**config.mk**
```make
export PLATFORM = sky130hd
export DESIGN_NAME = bitvector_alu_top
export DESIGN_NICKNAME = d
export VERILOG_FILES = /design/src/sv/bva_pkg.sv /design/src/sv/bitvector_alu_top.sv
export SDC_FILE = /design/constraint.sdc
export NUM_CORES = 1
export LEC_CHECK = 0
export ABC_CLOCK_PERIOD_IN_PS = 31200
export BUFFER_PORTS_ARGS = -buffer_cell sky130_fd_sc_hd__buf_4
export CORE_MARGIN = 8
export CORE_UTILIZATION = 40
export CTS_CLUSTER_DIAMETER = 150
export DETAILED_ROUTE_END_ITERATION = 10
export GPL_TIMING_DRIVEN = 0
export MAX_ROUTING_LAYER = met4
export SLEW_MARGIN = 20
export SYNTH_ARGS = -nofsm -noshare
export SYNTH_HDL_FRONTEND = slang
export SYNTH_SLANG_ARGS = --single-unit
```
**constraint.sdc**
```tcl
create_clock -name aclk -period 31.2 [get_ports aclk]
set_input_delay 1.56 -clock aclk [delete_from_list [all_inputs] [get_ports aclk]]
set_output_delay 1.56 -clock aclk [all_outputs]
set_load 0.01 [all_outputs]
```
**src/sv/bva_pkg.sv**
```systemverilog
// ----------------------------------------------------------------------------
// bva_pkg
// Shared constants and the operation code type of the bitvector ALU.
// ----------------------------------------------------------------------------
package bva_pkg;

    localparam int MAX_OPERAND_WIDTH = 32;

    localparam int OPCODE_BITS  = 4;
    localparam int OPERAND_BITS = 32;
    localparam int WIDTH_BITS   = 6;
    localparam int INDEX_BITS   = 5;
    localparam int RESULT_BITS  = 64;
    localparam int RWIDTH_BITS  = 7;

    typedef enum logic [OPCODE_BITS-1:0] {
        OP_EQ      = 4'd0,
        OP_EXTRACT = 4'd1,
        OP_LNOT    = 4'd2,
        OP_AND     = 4'd3,
        OP_OR      = 4'd4,
        OP_CONCAT  = 4'd5,
        OP_ULT     = 4'd6,
        OP_ULE     = 4'd7,
        OP_UGT     = 4'd8,
        OP_UGE     = 4'd9,
        OP_SLT     = 4'd10,
        OP_SLE     = 4'd11,
        OP_SGT     = 4'd12,
        OP_SGE     = 4'd13,
        OP_ADD     = 4'd14,
        OP_SUB     = 4'd15
    } opcode_t;

endpackage

```
**src/sv/bitvector_alu_top.sv**
```systemverilog
// ----------------------------------------------------------------------------
// bitvector_alu_top
// Width-tagged bitvector operation unit, three register stages deep.
// ----------------------------------------------------------------------------
// Usage:
//   s_* carries one request: opcode, two operands each with its bit width,
//   an extract range and a sum width. Operand bits above their width are
//   ignored; widths of 0 read as 1, widths above MAX_OPERAND_WIDTH clamp.
//   m_* returns one result per request: value, its width and bad_request,
//   which flags an extract range that is out of order or beyond width_a.
//   A request passes through the stage 1, stage 2 and stage 3 registers
//   in turn; m_valid is the stage 3 valid bit. While s_ready is high, one
//   request is taken per cycle: stage 1 clamps widths and masks operands,
//   stage 2 forms sign extensions, extract, concat, sum and difference,
//   stage 3 does the compares and the final select into the output register.
//   Reset clears all stage valid bits; the pipeline comes out empty.
//   When m_ready is low the stages hold and fill up behind the output
//   register; s_ready drops only once every stage holds a request.
// ----------------------------------------------------------------------------
module bitvector_alu_top #(
    parameter int MAX_OPERAND_WIDTH = bva_pkg::MAX_OPERAND_WIDTH
) (
    input  logic                             aclk,
    input  logic                             aresetn,

    input  logic                             s_valid,
    output logic                             s_ready,
    input  logic [bva_pkg::OPCODE_BITS-1:0]  s_opcode,
    input  logic [bva_pkg::OPERAND_BITS-1:0] s_operand_a,
    input  logic [bva_pkg::WIDTH_BITS-1:0]   s_width_a,
    input  logic [bva_pkg::OPERAND_BITS-1:0] s_operand_b,
    input  logic [bva_pkg::WIDTH_BITS-1:0]   s_width_b,
    input  logic [bva_pkg::INDEX_BITS-1:0]   s_field_high,
    input  logic [bva_pkg::INDEX_BITS-1:0]   s_field_low,
    input  logic [bva_pkg::WIDTH_BITS-1:0]   s_sum_width,

    output logic                             m_valid,
    input  logic                             m_ready,
    output logic [bva_pkg::RESULT_BITS-1:0]  m_result_value,
    output logic [bva_pkg::RWIDTH_BITS-1:0]  m_result_width,
    output logic                             m_bad_request
);

    localparam int W  = MAX_OPERAND_WIDTH;
    localparam int WW = $clog2(W + 1);
    localparam int CW = 2 * W;
    localparam int RW = $clog2(CW + 1);

    logic adv1, adv2, adv3;

    assign adv3    = !m_valid || m_ready;
    assign s_ready = adv1;

    // ---------------- stage 1: clamp widths, mask operands ----------------
    logic                 v1_reg;
    bva_pkg::opcode_t     op1_reg, op1_next;
    logic [W-1:0]         a1_reg, a1_next, b1_reg, b1_next;
    logic [WW-1:0]        wa1_reg, wa1_next, wb1_reg, wb1_next, ws1_reg, ws1_next;
    logic [bva_pkg::INDEX_BITS-1:0] hi1_reg, lo1_reg;

    function automatic logic [WW-1:0] fit_width(input logic [bva_pkg::WIDTH_BITS-1:0] w);
        logic [WW-1:0] r;
        if (w == '0) begin
            r = WW'(1);
        end else if (w > bva_pkg::WIDTH_BITS'(W)) begin
            r = WW'(W);
        end else begin
            r = WW'(w);
        end
        return r;
    endfunction

    function automatic logic [W-1:0] low_mask(input logic [WW-1:0] w);
        return ~({W{1'b1}} << w);
    endfunction

    always_comb begin
        op1_next = bva_pkg::opcode_t'(s_opcode);
        wa1_next = fit_width(s_width_a);
        wb1_next = fit_width(s_width_b);
        ws1_next = fit_width(s_sum_width);
        a1_next  = s_operand_a[W-1:0] & low_mask(wa1_next);
        b1_next  = s_operand_b[W-1:0] & low_mask(wb1_next);
    end

    assign adv1 = !v1_reg || adv2;

    always_ff @(posedge aclk) begin
        if (!aresetn) begin
            v1_reg <= 1'b0;
        end else if (adv1) begin
            v1_reg <= s_valid;
        end
        if (adv1 && s_valid) begin
            op1_reg <= op1_next;
            a1_reg  <= a1_next;
            b1_reg  <= b1_next;
            wa1_reg <= wa1_next;
            wb1_reg <= wb1_next;
            ws1_reg <= ws1_next;
            hi1_reg <= s_field_high;
            lo1_reg <= s_field_low;
        end
    end

    // ---------------- stage 2: sign extend, extract, concat, add, sub -----
    logic                 v2_reg;
    bva_pkg::opcode_t     op2_reg;
    logic [W-1:0]         a2_reg, b2_reg;
    logic [W-1:0]         sa2_reg, sa2_next, sb2_reg, sb2_next;
    logic [W-1:0]         ext2_reg, ext2_next;
    logic [WW-1:0]        exw2_reg, exw2_next;
    logic                 bad2_reg, bad2_next;
    logic [CW-1:0]        cat2_reg, cat2_next;
    logic [W-1:0]         sum2_reg, sum2_next, dif2_reg, dif2_next;
    logic [WW-1:0]        wa2_reg, ws2_reg, wmax2_reg, wmax2_next;
    logic [RW-1:0]        wcat2_reg, wcat2_next;

    always_comb begin
        logic [W-1:0] sha, shb, shx;
        sha = a1_reg >> (wa1_reg - 1'b1);
        shb = b1_reg >> (wb1_reg - 1'b1);
        sa2_next = sha[0] ? (a1_reg | ~low_mask(wa1_reg)) : a1_reg;
        sb2_next = shb[0] ? (b1_reg | ~low_mask(wb1_reg)) : b1_reg;

        bad2_next = (hi1_reg < lo1_reg) ||
                    (bva_pkg::WIDTH_BITS'(hi1_reg) >= bva_pkg::WIDTH_BITS'(wa1_reg));
        exw2_next = bad2_next ? WW'(1) : (WW'(hi1_reg) - WW'(lo1_reg) + WW'(1));
        shx       = a1_reg >> lo1_reg;
        ext2_next = bad2_next ? '0 : (shx & low_mask(exw2_next));

        cat2_next  = (CW'(a1_reg) << wb1_reg) | CW'(b1_reg);
        wcat2_next = RW'(wa1_reg) + RW'(wb1_reg);
        wmax2_next = (wa1_reg > wb1_reg) ? wa1_reg : wb1_reg;

        sum2_next = (a1_reg + b1_reg) & low_mask(ws1_reg);
        dif2_next = (a1_reg - b1_reg) & low_mask(ws1_reg);
    end

    assign adv2 = !v2_reg || adv3;

    always_ff @(posedge aclk) begin
        if (!aresetn) begin
            v2_reg <= 1'b0;
        end else if (adv2) begin
            v2_reg <= v1_reg;
        end
        if (adv2 && v1_reg) begin
            op2_reg   <= op1_reg;
            a2_reg    <= a1_reg;
            b2_reg    <= b1_reg;
            sa2_reg   <= sa2_next;
            sb2_reg   <= sb2_next;
            ext2_reg  <= ext2_next;
            exw2_reg  <= exw2_next;
            bad2_reg  <= bad2_next;
            cat2_reg  <= cat2_next;
            wcat2_reg <= wcat2_next;
            wmax2_reg <= wmax2_next;
            wa2_reg   <= wa1_reg;
            ws2_reg   <= ws1_reg;
            sum2_reg  <= sum2_next;
            dif2_reg  <= dif2_next;
        end
    end

    // ---------------- stage 3: compare and select -------------------------
    logic                            v3_reg;
    logic [bva_pkg::RESULT_BITS-1:0] value_reg, value_next;
    logic [bva_pkg::RWIDTH_BITS-1:0] width_reg, width_next;
    logic                            bad_reg, bad_next;

    always_comb begin
        logic eq, ult, ugt, slt, sgt;
        eq  = (a2_reg == b2_reg);
        ult = (a2_reg < b2_reg);
        ugt = (b2_reg < a2_reg);
        slt = ($signed(sa2_reg) < $signed(sb2_reg));
        sgt = ($signed(sb2_reg) < $signed(sa2_reg));

        value_next = '0;
        width_next = bva_pkg::RWIDTH_BITS'(wmax2_reg);
        bad_next   = 1'b0;
        case (op2_reg)
            bva_pkg::OP_EQ:      value_next = bva_pkg::RESULT_BITS'(eq);
            bva_pkg::OP_EXTRACT: begin
                value_next = bva_pkg::RESULT_BITS'(ext2_reg);
                width_next = bva_pkg::RWIDTH_BITS'(exw2_reg);
                bad_next   = bad2_reg;
            end
            bva_pkg::OP_LNOT: begin
                value_next = bva_pkg::RESULT_BITS'(a2_reg == '0);
                width_next = bva_pkg::RWIDTH_BITS'(wa2_reg);
            end
            bva_pkg::OP_AND:     value_next = bva_pkg::RESULT_BITS'(a2_reg & b2_reg);
            bva_pkg::OP_OR:      value_next = bva_pkg::RESULT_BITS'(a2_reg | b2_reg);
            bva_pkg::OP_CONCAT: begin
                value_next = bva_pkg::RESULT_BITS'(cat2_reg);
                width_next = bva_pkg::RWIDTH_BITS'(wcat2_reg);
            end
            bva_pkg::OP_ULT:     value_next = bva_pkg::RESULT_BITS'(ult);
            bva_pkg::OP_ULE:     value_next = bva_pkg::RESULT_BITS'(!ugt);
            bva_pkg::OP_UGT:     value_next = bva_pkg::RESULT_BITS'(ugt);
            bva_pkg::OP_UGE:     value_next = bva_pkg::RESULT_BITS'(!ult);
            bva_pkg::OP_SLT:     value_next = bva_pkg::RESULT_BITS'(slt);
            bva_pkg::OP_SLE:     value_next = bva_pkg::RESULT_BITS'(!sgt);
            bva_pkg::OP_SGT:     value_next = bva_pkg::RESULT_BITS'(sgt);
            bva_pkg::OP_SGE:     value_next = bva_pkg::RESULT_BITS'(!slt);
            bva_pkg::OP_ADD: begin
                value_next = bva_pkg::RESULT_BITS'(sum2_reg);
                width_next = bva_pkg::RWIDTH_BITS'(ws2_reg);
            end
            bva_pkg::OP_SUB: begin
                value_next = bva_pkg::RESULT_BITS'(dif2_reg);
                width_next = bva_pkg::RWIDTH_BITS'(ws2_reg);
            end
            default: begin
                value_next = '0;
                width_next = bva_pkg::RWIDTH_BITS'(wmax2_reg);
            end
        endcase
    end

    always_ff @(posedge aclk) begin
        if (!aresetn) begin
            v3_reg <= 1'b0;
        end else if (adv3) begin
            v3_reg <= v2_reg;
        end
        if (adv3 && v2_reg) begin
            value_reg <= value_next;
            width_reg <= width_next;
            bad_reg   <= bad_next;
        end
    end

    assign m_valid        = v3_reg;
    assign m_result_value = value_reg;
    assign m_result_width = width_reg;
    assign m_bad_request  = bad_reg;

endmodule
```
==> run metrics <==
DRC 0; share of layout cells above drive strength 1 12.19%; commonest non-fill, non-tap cells in the layout edfxtp_1 (491), nand2_1 (281), ha_1 (226), nor2_1 (213), inv_1 (211); Final Routed Wirelength 132800 µm; Crit Path Max Fanout 10; I/O Pins 174; HP Class reg2reg; Worst path slowest cell nor4_1; Top FF cell, synth edfxtp_1; CTS Buffer Depth 3; Clock Sink Count 494; critical path endpoint category flip-flop; root buf cell clkbuf_16; RSZ-0062 raised after global routing false; Hold Vio Cnt, Final 0; met2 wire length 59600 µm; Yosys Warn Count 0; Final min period 5.104 ns; Die H 292.1 µm; Cells after Synth 2886; DR top layer met4; row count 101; post-detail-place hpwl 105000 µm; PostCTS Resize Cnt 0; initial DRC count 2794; worst-skew pair later-pin latency 0.66 ns; GP Congestion 1.047; Leakage Power 0.01399 µW; period utilization 16.36%; Avg WL per Cell 31.88 µm; worst vdd ir 0.04382 mV; NumNets Final 3463; clk_skew 0.04136 ns; WS Path Type reg2reg; Critical Path AT 5.38 ns; Seq/Total Area, Yosys 48.55%; cell taking the most area after synthesis edfxtp_1; fmax 195.9 MHz; initial antenna violation count 20; first-pass GRT wire length 185900 µm; DIE AREA 0.08532 mm²; input/output buffers 165; R2R Setup Slk 26.10 ns; register bit total from synthesis 494; global route total overflow 0; post-CTS setup buffer count 0; Num CTS Buffers 55; async set-reset flop share out of synthesis 0%; main area contributors after synthesis edfxtp_1 (48%), ha_1 (9.3%), mux4_2 (3.9%), nand2_1 (3.5%), a21oi_1 (3.4%); Clock Pin Slew Worst Setup and Hold Paths 0.06 ns; H-Tree Depth 2; Startpoint Class flip-flop; CP Data Required Time 31.47 ns; drt pass-1 iters 6; commonest non-fill, non-tap cell in the layout edfxtp_1; worst relative slew slack 20.29%; Final TNS setup 0 ns; post-synthesis cell area 0.03049 mm²; GRT Overall Usage 31.11%; worst slew pin tran 1.196 ns; Max stage delay on crit path 0.98 ns; P&R area growth vs syn 16.54%; # setup viols final 0; routed wire length on met3 11430 µm; number of flops mapped to enable cells by yosys 491; number of global-route vias before repair 24.75k; M1 WL 54610 µm; Routed Antenna Nets 0; CTS tree done; max cap viols 0; critical path cell sequence clkbuf_1, buf_2, buf_1, inv_1, ha_1, ha_1, fa_1, a21oi_1, o21bai_1, xor2_1, clkbuf_1, a221o_1, and2_1, nor4_1; Starting Density 40.28%; vias 25.29k; max-slew violations 0; Mean Syn Cell Area 10.57 µm²; share of the synthesized area in the top cell type 48.35%; total core area 0.07570 mm²; Pwr Total 2016 µW; Die Wd 292.1 µm; Synth Net Count 3217; Vias/cell 6.069; largest net degree at the start of global routing 33; status finished, final reports clean; Distinct cells, synth 77; cell area power density 56.74 mW/mm²; hold buffer count at cts 0
per-layer routing:
layer | vias up | GRT usage, %
met5 | - | -
met4 | 0 | 14.03
met3 | 260 | 5.574
met2 | 1342 | 47.84
met1 | 12610 | 40.06
li1 | 11080 | -
synth_stat cells (7+ instances only):
| master | instances |
|---|---|
| buf_2 | 10 |
| a22o_1 | 9 |
| a21oi_1 | 205 |
| and2_1 | 49 |
| nand2b_1 | 25 |
| a211o_1 | 8 |
| xnor2_1 | 30 |
| a2111oi_0 | 7 |
| o21ai_0 | 151 |
| a22oi_1 | 64 |
| o21bai_1 | 25 |
| a31oi_1 | 20 |
| nor2_1 | 214 |
| ha_1 | 226 |
| nand2_1 | 281 |
| buf_1 | 8 |
| or2_2 | 14 |
| a21o_1 | 54 |
| nor3b_1 | 10 |
| o22ai_1 | 23 |
| a21boi_0 | 28 |
| and3_1 | 10 |
| nor3_1 | 45 |
| clkbuf_1 | 137 |
| a221oi_1 | 7 |
| edfxtp_1 | 491 |
| nand3_1 | 77 |
| or3_1 | 12 |
| a211oi_1 | 28 |
| nor2b_1 | 68 |
| mux2_2 | 22 |
| xor2_1 | 10 |
| nand4_1 | 9 |
| inv_1 | 211 |
| o211ai_1 | 12 |
| mux4_2 | 53 |
| o21a_1 | 31 |
| mux2i_1 | 81 |
| nor4_1 | 27 |
path summary, 6_finish.rpt:
kind | to | cells past startpoint | from
setup / recovery | ext2_reg[13] | 14 | lo1_reg[0]
hold reg to reg | op2_reg[2] | 0 | op1_reg[2]
hold / removal | op2_reg[2] | 0 | op1_reg[2]
setup reg to reg | ext2_reg[13] | 14 | lo1_reg[0]
logic make-up (layout without fill, tap and decap cells):
kind of cell,count (synthesis),in the layout,share of synthesized area (%)
other,0,13,0
DFF,494,494,48.55
and+or+nand+nor,850,850,12.95
adders and majority gates,231,231,9.602
xor gates and xnor gates,40,40,1.149
AOI/OAI and AO/OA,740,740,15.65
muxes,156,156,7.386
buffers and inverters,375,665,4.707
per-stage QoR:
stage	area (µm²)	instances	hold slack [ns]	setup slack (ns)	util [%]
2_1_floorplan	30490	2886	0.4003	4.828	-
3_3_place_gp	32950	4029	0.4030	-4.989	43.53
3_5_place_dp	33630	4053	0.4084	26.25	44.42
4_1_cts	35490	4154	0.4230	26.24	46.89
5_1_grt	35520	4163	0.4291	25.96	46.93
6_report	35530	4167	0.4209	26.10	46.94
cell type report:
| type | count | area (µm²) |
|---|---|---|
| diodes | 13 | 32.53 |
| plain buffers | 158 | 620.6 |
| clock buffers | 63 | 1406 |
| clock inverters | 38 | 460.4 |
| fillers | 7012 | 40160 |
| inverters | 217 | 814.5 |
| multi-input cells | 2017 | 14310 |
| flip-flops and latches | 494 | 14800 |
| well taps | 978 | 1224 |
| repair buffers | 189 | 1864 |
worst max-delay path, delay by kind of cell (launching register included):
kind / cells / cell delay (ns)
compound gates: 3 / 0.65
xor+xnor: 1 / 0.18
fa+ha+maj: 3 / 0.88
buf+inv: 5 / 1.47
flops: 1 / 0.40
simple gates: 2 / 1.15
where the power goes:
group | total (µW) | internal (µW) | switching (µW) | leakage (µW)
clock | 677 | 385 | 292 | 0.000894
combinational | 475 | 169 | 307 | 0.00851
sequential | 863 | 796 | 67.0 | 0.00458
Note: power is estimated with default switching activity, not from simulation.
